File: config.mk
export PLATFORM = sky130hd
export DESIGN_NAME = sorted_priority_queue_top
export DESIGN_NICKNAME = d
export VERILOG_FILES = /design/src/rtl/spq_pkg.sv /design/src/rtl/spq_cell.sv /design/src/rtl/sorted_priority_queue_top.sv
export SDC_FILE = /design/constraint.sdc
export NUM_CORES = 2
export LEC_CHECK = 0
export ABC_AREA = 1
export BUFFER_PORTS_ARGS = -buffer_cell sky130_fd_sc_hd__buf_4
export CORE_MARGIN = 2
export CORE_UTILIZATION = 58
export DETAILED_ROUTE_END_ITERATION = 7
export PLACE_DENSITY = 0.78
export SYNTH_ARGS = -nofsm -noshare
export SYNTH_HDL_FRONTEND = slang
export SYNTH_SLANG_ARGS = --single-unit
File: constraint.sdc
create_clock -name clk_i -period 7 [get_ports clk_i]
set_clock_uncertainty 0.2 [all_clocks]
set_input_delay 1.05 -clock clk_i [delete_from_list [all_inputs] [get_ports clk_i]]
set_output_delay 1.05 -clock clk_i [all_outputs]
set_load 0.005 [all_outputs]
File: src/rtl/spq_pkg.sv
// ----------------------------------------------------------------------------
// spq_pkg
// Shared types and constants for the sorted priority queue.
// ----------------------------------------------------------------------------
package spq_pkg;

  localparam int unsigned DefCapacity = 16;
  localparam int unsigned KeyW        = 32;
  localparam int unsigned PayW        = 32;
  localparam int unsigned OccW        = 5;

  typedef enum logic {
    CmdInsert = 1'b0,
    CmdRemove = 1'b1
  } cmd_e;

  typedef enum logic [1:0] {
    StInserted = 2'd0,
    StRemoved  = 2'd1,
    StEmpty    = 2'd2,
    StFull     = 2'd3
  } status_e;

  // Broadcast control to every cell of the row.
  typedef struct packed {
    logic ins;
    logic rem;
  } cell_ctrl_t;

endpackage

File: src/rtl/spq_cell.sv
// ----------------------------------------------------------------------------
// spq_cell
// One slot of the sorted row: holds a key and payload and shifts them
// toward its neighbors on insert and remove.
// ----------------------------------------------------------------------------
module spq_cell (
  input  logic                                clk_i,
  input  spq_pkg::cell_ctrl_t                 ctrl_i,
  input  logic                                occ_i,
  input  logic signed [spq_pkg::KeyW-1:0]     new_key_i,
  input  logic signed [spq_pkg::PayW-1:0]     new_pay_i,
  input  logic                                prev_le_i,
  input  logic signed [spq_pkg::KeyW-1:0]     prev_key_i,
  input  logic signed [spq_pkg::PayW-1:0]     prev_pay_i,
  input  logic signed [spq_pkg::KeyW-1:0]     next_key_i,
  input  logic signed [spq_pkg::PayW-1:0]     next_pay_i,
  output logic                                le_o,
  output logic signed [spq_pkg::KeyW-1:0]     key_o,
  output logic signed [spq_pkg::PayW-1:0]     pay_o
);

  logic signed [spq_pkg::KeyW-1:0] key_q, key_d;
  logic signed [spq_pkg::PayW-1:0] pay_q, pay_d;

  // An occupied slot whose key is not above the new key keeps its place.
  assign le_o = occ_i && (key_q <= new_key_i);

  always_comb begin
    key_d = key_q;
    pay_d = pay_q;
    if (ctrl_i.rem) begin
      key_d = next_key_i;
      pay_d = next_pay_i;
    end else if (ctrl_i.ins && !le_o) begin
      // The first slot past the keepers takes the new entry; the rest shift up.
      if (prev_le_i) begin
        key_d = new_key_i;
        pay_d = new_pay_i;
      end else begin
        key_d = prev_key_i;
        pay_d = prev_pay_i;
      end
    end
  end

  always_ff @(posedge clk_i) begin
    key_q <= key_d;
    pay_q <= pay_d;
  end

  assign key_o = key_q;
  assign pay_o = pay_q;

endmodule

File: src/rtl/sorted_priority_queue_top.sv
// ----------------------------------------------------------------------------
// sorted_priority_queue_top
// Bounded min-key priority queue built from a row of shifting cells.
// ----------------------------------------------------------------------------
// The queue takes one word per cycle, insert or remove, and returns one result
// word for each from an output register; it keeps taking words while that
// register holds a result only if the result is taken in the same cycle. Every
// cell compares its own key with the incoming key in parallel, so while results
// are taken the sustained rate is one word per cycle, set by that broadcast
// compare and the one-step shift between neighboring cells. Equal keys leave in
// arrival order. No clearing pass is needed after reset.
module sorted_priority_queue_top #(
  parameter int unsigned Capacity = spq_pkg::DefCapacity
) (
  input  logic                                clk_i,
  input  logic                                rst_ni,
  input  logic                                in_valid_i,
  output logic                                in_ready_o,
  input  logic                                cmd_i,
  input  logic signed [spq_pkg::KeyW-1:0]     key_i,
  input  logic signed [spq_pkg::PayW-1:0]     payload_i,
  output logic                                out_valid_o,
  input  logic                                out_ready_i,
  output logic [1:0]                          status_o,
  output logic signed [spq_pkg::KeyW-1:0]     out_key_o,
  output logic signed [spq_pkg::PayW-1:0]     out_payload_o,
  output logic [spq_pkg::OccW-1:0]            occupancy_o
);

  localparam int unsigned NeedW = $clog2(Capacity + 1);
  localparam int unsigned CntW  = (NeedW > spq_pkg::OccW) ? NeedW : spq_pkg::OccW;

  logic [CntW-1:0] count_q, count_d;
  logic            in_fire;
  logic            empty, full;
  spq_pkg::cell_ctrl_t ctrl;

  logic                        le     [Capacity];
  logic signed [spq_pkg::KeyW-1:0] cell_key [Capacity];
  logic signed [spq_pkg::PayW-1:0] cell_pay [Capacity];

  logic                            out_valid_q;
  spq_pkg::status_e                status_q, status_d;
  logic signed [spq_pkg::KeyW-1:0] out_key_q, out_key_d;
  logic signed [spq_pkg::PayW-1:0] out_pay_q, out_pay_d;
  logic [spq_pkg::OccW-1:0]        occ_q;

  assign in_ready_o = !out_valid_q || out_ready_i;
  assign in_fire    = in_valid_i && in_ready_o;
  assign empty      = (count_q == '0);
  assign full       = (count_q >= CntW'(Capacity));

  assign ctrl.ins = in_fire && (cmd_i == spq_pkg::CmdInsert) && !full;
  assign ctrl.rem = in_fire && (cmd_i == spq_pkg::CmdRemove) && !empty;

  for (genvar i = 0; i < Capacity; i++) begin : g_cell
    logic                            occ;
    logic                            prev_le;
    logic signed [spq_pkg::KeyW-1:0] prev_key, next_key;
    logic signed [spq_pkg::PayW-1:0] prev_pay, next_pay;

    assign occ = (count_q > CntW'(i));

    if (i == 0) begin : g_first
      assign prev_le  = 1'b1;
      assign prev_key = key_i;
      assign prev_pay = payload_i;
    end else begin : g_mid
      assign prev_le  = le[i-1];
      assign prev_key = cell_key[i-1];
      assign prev_pay = cell_pay[i-1];
    end

    if (i == Capacity - 1) begin : g_last
      assign next_key = '0;
      assign next_pay = '0;
    end else begin : g_inner
      assign next_key = cell_key[i+1];
      assign next_pay = cell_pay[i+1];
    end

    spq_cell u_cell (
      .clk_i      (clk_i),
      .ctrl_i     (ctrl),
      .occ_i      (occ),
      .new_key_i  (key_i),
      .new_pay_i  (payload_i),
      .prev_le_i  (prev_le),
      .prev_key_i (prev_key),
      .prev_pay_i (prev_pay),
      .next_key_i (next_key),
      .next_pay_i (next_pay),
      .le_o       (le[i]),
      .key_o      (cell_key[i]),
      .pay_o      (cell_pay[i])
    );
  end

  always_comb begin
    count_d = count_q;
    if (ctrl.ins) begin
      count_d = count_q + CntW'(1);
    end else if (ctrl.rem) begin
      count_d = count_q - CntW'(1);
    end
  end

  always_comb begin
    out_key_d = '0;
    out_pay_d = '0;
    unique case (cmd_i)
      spq_pkg::CmdInsert: begin
        status_d = full ? spq_pkg::StFull : spq_pkg::StInserted;
      end
      spq_pkg::CmdRemove: begin
        if (empty) begin
          status_d = spq_pkg::StEmpty;
        end else begin
          status_d  = spq_pkg::StRemoved;
          out_key_d = cell_key[0];
          out_pay_d = cell_pay[0];
        end
      end
      default: status_d = spq_pkg::StEmpty;
    endcase
  end

  always_ff @(posedge clk_i or negedge rst_ni) begin
    if (!rst_ni) begin
      count_q     <= '0;
      out_valid_q <= 1'b0;
    end else begin
      count_q <= count_d;
      if (in_fire) begin
        out_valid_q <= 1'b1;
      end else if (out_ready_i) begin
        out_valid_q <= 1'b0;
      end
    end
  end

  always_ff @(posedge clk_i) begin
    if (in_fire) begin
      status_q  <= status_d;
      out_key_q <= out_key_d;
      out_pay_q <= out_pay_d;
      occ_q     <= count_d[spq_pkg::OccW-1:0];
    end
  end

  assign out_valid_o   = out_valid_q;
  assign status_o      = status_q;
  assign out_key_o     = out_key_q;
  assign out_payload_o = out_pay_q;
  assign occupancy_o   = occ_q;

`ifndef NO_ASSERTIONS
  a_count_bound: assert property (@(posedge clk_i) disable iff (!rst_ni)
    count_q <= CntW'(Capacity))
    else $error("entry count above capacity");

  a_insert_count: assert property (@(posedge clk_i) disable iff (!rst_ni)
    ctrl.ins |=> count_q == $past(count_q) + CntW'(1))
    else $error("insert did not grow the count");

  a_remove_result: assert property (@(posedge clk_i) disable iff (!rst_ni)
    ctrl.rem |=> out_valid_q && status_q == spq_pkg::StRemoved)
    else $error("remove did not report a removed word");

  a_no_overwrite: assert property (@(posedge clk_i) disable iff (!rst_ni)
    out_valid_q && !out_ready_i |-> !in_fire)
    else $error("result register overwritten while stalled");
`endif

endmodule
* Word-level counts from Yosys, hierarchy flattened
Index checks and enable logic that the tools add are counted.
** Storage, ports and cells
- Latch bits :: 0
- Memories kept :: 0
- Word-level logic and storage cells :: 246
- Output and inout port bits :: 73
- ROM bits :: 0
- Bits in registers :: 1101
- Input port bits :: 69
- RAM bits :: 0
** Operators by class
- Multiply operators :: 0
- Bitwise gates (word level) :: 1
- Order comparisons :: 33
- Div/mod/pow operators :: 0
- Shift operators :: 0
- Multiplexer cells :: 97
- Add/subtract/negate cells :: 2
- Equality and inequality tests :: 0
- Reductions and logical operators :: 75
** Operators by type and width (number)
- $mux 32 :: 90
- $le 32x32->1 :: 16
- $gt 5x4->1 const B :: 8
- $logic_and 1x1->1 :: 37
- $reduce_bool 2->1 :: 16
- $gt 5x3->1 const B :: 4
- $logic_not 1->1 :: 19
- $gt 5x1->1 const B :: 2
- $gt 5x2->1 const B :: 2
- $mux 5 :: 2
- $add 5x1->5 const B :: 1
- $ge 5x5->1 const B :: 1
- $logic_not 5->1 :: 1
- $sub 5x1->5 const B :: 1
- $mux 2 :: 2
- $pmux 2 s2 :: 1
- $mux 1 :: 2
- $reduce_or 2->1 :: 1
- $logic_or 1x1->1 :: 1
- $not 1->1 :: 1

* Longest topological paths before layout
- Word-level depth :: 8
- Depth in mapped cells :: 22

* Cells and area by module
A second synthesis with hierarchy kept.
** Unflattened totals
- Cells, all modules :: 8286
- Area total of the unflattened synthesis :: 68858.5 um^2
** Modules (own cells, without submodules)
- spq_cell at g_cell[0].u_cell ... :: area an instance 4068.9 um^2, seq. area each 1921.8 um^2, cells each 498, instances 14
- spq_cell at g_cell[8].u_cell ... :: area an instance 4042.6 um^2, seq. area each 1921.8 um^2, cells each 496, instances 2
- sorted_priority_queue_top :: area an instance 3808.7 um^2, seq. area each 2282.2 um^2, cells each 322, instances 1

* Worst setup path after synthesis
OpenSTA, ideal clock, no wires.
- Path kind :: input-to-reg
- Start point :: input port out_ready_i
- End point :: register g_cell[12].u_cell.key_q, in the netlist g_cell[12].u_cell.key_o[0], enable pin
- Stages on the path :: 9
- Setup time :: 0.524 ns
- Path buffers :: 1
- Data arrival time :: 6.752 ns
- Required time :: 6.276 ns
- Slack :: -0.477 ns
- Path through :: inv_1 nand2_1 nand2_1 inv_1 nand2_1 inv_1 nor2_1 clkbuf_1 a31oi_1
** On the way
- Longest elaborated chain between the ends :: 6
- Elaborated cells between the ends (all ways) :: 8
** Ends and longest elaborated chain
- from (decl) :: RTL line sorted_priority_queue_top.sv:23 : input logic out_ready_i,
- $logic_or 1x1->1 (*) :: RTL line sorted_priority_queue_top.sv:48 : assign in_ready_o = !out_valid_q || out_ready_i;
- named net in_ready_o :: RTL line sorted_priority_queue_top.sv:18 : output logic in_ready_o,
- $logic_and 1x1->1 (*) :: RTL line sorted_priority_queue_top.sv:49 : assign in_fire = in_valid_i && in_ready_o;
- named net in_fire :: RTL line sorted_priority_queue_top.sv:34 : logic in_fire;
- $logic_and 1x1->1 (2 in series) :: RTL line sorted_priority_queue_top.sv:53 : assign ctrl.ins = in_fire && (cmd_i == spq_pkg::CmdInsert) && !full;
- $logic_and 1x1->1 :: RTL line spq_cell.sv:34 : end else if (ctrl_i.ins && !le_o) begin
- $reduce_bool 2->1 (no line) (*)
- to (signal assigned) :: RTL line spq_cell.sv:47 : key_q <= key_d;
- to (decl) :: RTL line spq_cell.sv:22 : logic signed [spq_pkg::KeyW-1:0] key_q, key_d;
Mark *: on every way through the listed nets, which the timed path passes. The rest lies on a longest branch.
A chain may end at the register's enable or synchronous reset.

* Final worst setup path
- Start point :: input port key_i[12] (netlist name)
- End point :: register g_cell[5].u_cell.key_q, in the netlist g_cell[5].u_cell.key_o[20] (data pin)
** On the way
- Longest elaborated chain between the ends :: 5
** Ends and longest elaborated chain
- from (decl) :: RTL line sorted_priority_queue_top.sv:20 : input logic signed [spq_pkg::KeyW-1:0] key_i,
- $le 32x32->1 :: RTL line spq_cell.sv:26 : assign le_o = occ_i && (key_q <= new_key_i);
- $logic_and 1x1->1 :: RTL line spq_cell.sv:26
- $mux 32 :: RTL line spq_cell.sv:36 : if (prev_le_i) begin
- $mux 32 :: RTL line spq_cell.sv:34
- $mux 32 :: RTL line spq_cell.sv:31 : if (ctrl_i.rem) begin
- named net g_cell[5].u_cell.key_d (one bit) :: RTL line spq_cell.sv:22
- to (signal assigned) :: RTL line spq_cell.sv:47
- to (decl) :: RTL line spq_cell.sv:22
The timed path passes the listed nets, and every way through them passes these cells. The select of a mux whose other input is x is not followed.

==> results.yml <==
outcome:
  status: "complete, no violations"
power_and_ir_drop:
  p_total_w: 0.02676
  vdd_drop_max_uv: 271.9
  p_per_area_nw_per_um2: 339.2
  leakage_nw: 38.37
cts:
  clock_latency_ps: 760
  clock-sinks: 1101
  cts_tree: "built"
  post_cts_buffers: 0
  htree_levels: 3
  clockBufferDepth: 3
  cts.clk_slew.worst_paths_ps: 60
  cts_root_buf: "clkbuf_16"
  numCtsBuffers: 120
critical_path:
  endpoint: "g_cell[5].u_cell.key_o[20]$_DFFE_PP_"
  path_delay_family: "simple AND/OR/NAND/NOR gates"
  cp_max_fo: 64
  path_depth: 15
  cp.arrival_ps: 5510
  crit_chain: "buf_4 > inv_1 > buf_4 > ha_1 > nand4_1 > nor2_1 > nand2_1 > nand2_1 > nand2_1 > nand3_1 > nand3_2 > nand2_2 > nand2_1 > nand3_1 > nand2_1"
  r2r_slack_ps: 1920
  end_kind: "flip-flop"
  startpoint_type: "input pin"
  slowest_delay_ps: 1210
  crit_required_ps: 7290
  slowest_stage: "nand2_2"
  crit_start: "key_i[12]"
  reg2reg_from: "count_q[4]$_DFF_PN0_"
  r2r_end: "g_cell[1].u_cell.pay_o[15]$_DFFE_PP_"
  path_buf_inv: 3
  r2r_cells: 9
  path_common_cell: "nand2_1"
  worstSetupPathType: "in -> reg"
sta:
  setup_viol: 0
  slew_headroom_pct: 5.011
  finalCritPeriodShare_pct: 74.46
  hold_viol_final: 0
  worstMarginPinSlew_ps: 1425
  slew_viol_final: 0
  min_period_ps: 5212
  rsz0062_at_grt: "no"
  fmax_mhz: 191.9
die:
  die_h_um: 358.9
  core-area_um2: 125200
  die_w_um: 358.9
  pin_count: 142
  num_rows: 130
  start_util_pct: 58.32
  die-area_um2: 128800
global_route:
  grt_pass1_wl_mm: 325.2
  busiest_layer: "met2"
  met2_usage_pct: 45.94
  gr-usage-met1_pct: 45.18
  grt_pass1_vias: 60410
  antenna_found_initial: 0
  use_met3_pct: 5.016
  grt_max_degree: 247
  gr-total-overflow: 0
  globalRouteTotalUtil_pct: 30.46
yosys:
  synthesis.nets: 10190
  yosysSeqAreaShare_pct: 44.34
  synth.distinct_cells: 39
  netlist_area_um2: 73050
  synthCells: 9602
  yosys_warnings: 0
  synth_seq_cells: 1101
  avgSynthCellArea_um2: 7.608
placed_design:
  dp.cells: 10920
  gp_congestion: 0.8880
  placement.io_buffers: 141
  place_hpwl_mm: 136.5
hold_path:
  hp-class: "reg -> reg"
detailed_routing:
  route.vias.total: 63940
  drt-total-wl_mm: 201.1
  dr.pass1.iters: 6
  drtIter0Drc: 8332
  vias_per_cell: 5.733
  wl_per_cell_um: 18.03
  ant_nets: 0
  drcViolationCount: 0
final_layout:
  drive_gt1_share_pct: 5.778
  nets: 9983
  n_antenna_cell: 0
  final_core_util_pct: 63.00
  final_common_cell: "nand2_1"
  fin_cells: 11150
  fillerInstances: 10770
  layout_common_cells: "3433 x nand2_1, 1887 x nand3_1, 1124 x inv_1"
  area_delta_synth_final_pct: 8.023
run:
  cap_violations: 0
==> metrics by stage <==
step,setup TNS (ps),hold WS [ps],cell area [um^2],setup slack (ps)
floorplan,-392770,294.2,73050,-476.7
global placement,0,300.2,74770,1260
detailed placement,0,309.6,74770,1112
CTS,0,319.5,78910,1847
global route,0,351.6,78910,1500
finish,0,315.3,78910,1788
==> synthesized netlist by cell type <==
master,count,area share [%]
xor2_1,4,0.048
nand2_2,13,0.11
nand3_2,18,0.25
dfrtp_1,6,0.21
o21a_1,34,0.35
a22oi_1,1,0.010
clkbuf_1,204,1.0
ha_1,517,8.9
nand3_1,1895,13
nand2_1,3440,18
inv_2,1,0.0051
nand3b_1,2,0.021
a31oi_1,17,0.15
nor3b_2,1,0.017
o211ai_1,6,0.062
dfxtp_1,64,1.8
nor4b_2,1,0.021
o21bai_1,9,0.092
nor3_2,1,0.014
buf_6,13,0.20
nand4_1,48,0.41
inv_1,1127,5.8
o31a_1,1,0.012
o21ai_0,136,0.93
nor2_1,329,1.7
buf_4,37,0.38
a21o_1,12,0.12
buf_8,2,0.041
o32ai_1,1,0.012
edfxtp_1,1031,42
nor4_2,8,0.14
and3_1,1,0.0086
buf_1,38,0.20
nor2_4,1,0.015
a21oi_1,255,1.7
nor2_2,2,0.017
and2_1,3,0.026
buf_2,314,2.2
nor3_1,9,0.062
==> metal layers <==
metal  routed length [um]  up-vias
met5                    0        -
met2                86010     3471
li1                     -    31010
met3                20750      288
met4                 4877        0
met1                89480    29170
==> cell families (layout without fill, tap and decap cells) <==
group / count (synthesis) / count (layout) / synth area share (%)
and+or+nand+nor: 5772 / 5772 / 33.46
adders and majority gates: 517 / 517 / 8.855
buffers and inverters: 1736 / 1636 / 9.813
xor gates and xnor gates: 4 / 4 / 0.04795
DFF: 1101 / 1101 / 44.34
AOI/OAI and AO/OA: 472 / 472 / 3.486
==> power breakdown <==
| group | internal, W | switching, W |
|---|---|---|
| combinational | 0.00302 | 0.00702 |
| sequential | 0.00922 | 0.000780 |
| clock | 0.00395 | 0.00277 |
| total | 0.0162 | 0.0106 |
==> state kept, by name (all words and copies together), names as in the netlist <==
register,flops
count_q,5
g_cell.u_cell.key_o,512
g_cell.u_cell.pay_o,512
occupancy_o,5
out_key_o,32
out_payload_o,32
out_valid_o,1
status_o,2
==> layout make-up <==
type | count | area, um^2 | share of cell area (%)
Multi-Input combinational cell | 6765 | 33870 | 42.92
Timing Repair Buffer | 281 | 2212 | 2.803
Clock inverter | 63 | 760.7 | 0.9641
Inverter | 1128 | 4242 | 5.375
Sequential cell | 1101 | 32390 | 41.05
Clock buffer | 164 | 3372 | 4.273
Tap cell | 1650 | 2064 | 2.616
==> worst reg2reg max path, stage by stage, from the launching register on <==
cell and delay (ps):
dfrtp_1 500, nor2_4 430, nand3_2 240, nand2_4 390, nor2_4 150, inv_8 450, buf_4 1000, buf_4 1090
nand3_1 330, nand2_1 150
==> worst min path at each step <==
stage | startpoint | slack [ps] | depth (start not counted) | to
2_1_floorplan | g_cell[15].u_cell.pay_o[0]$_SDFFE_PP0P_ | 290 | 4 | g_cell[15].u_cell.pay_o[0]$_SDFFE_PP0P_
6_report | g_cell[15].u_cell.pay_o[13]$_SDFFE_PP0P_ | 320 | 4 | g_cell[15].u_cell.pay_o[13]$_SDFFE_PP0P_
3_3_place_gp | g_cell[15].u_cell.pay_o[14]$_SDFFE_PP0P_ | 300 | 4 | g_cell[15].u_cell.pay_o[14]$_SDFFE_PP0P_
3_5_place_dp | g_cell[15].u_cell.pay_o[10]$_SDFFE_PP0P_ | 310 | 4 | g_cell[15].u_cell.pay_o[10]$_SDFFE_PP0P_
5_1_grt | g_cell[15].u_cell.pay_o[10]$_SDFFE_PP0P_ | 350 | 2 | g_cell[14].u_cell.pay_o[10]$_DFFE_PP_
4_1_cts | g_cell[15].u_cell.pay_o[13]$_SDFFE_PP0P_ | 320 | 4 | g_cell[15].u_cell.pay_o[13]$_SDFFE_PP0P_
==> what timing repair did <==
item	in CTS	in global routing
hold buffers	1	0
endpoints found under the hold margin	6	0
resized for setup	0	0
Power figures use the tool's default switching activity.
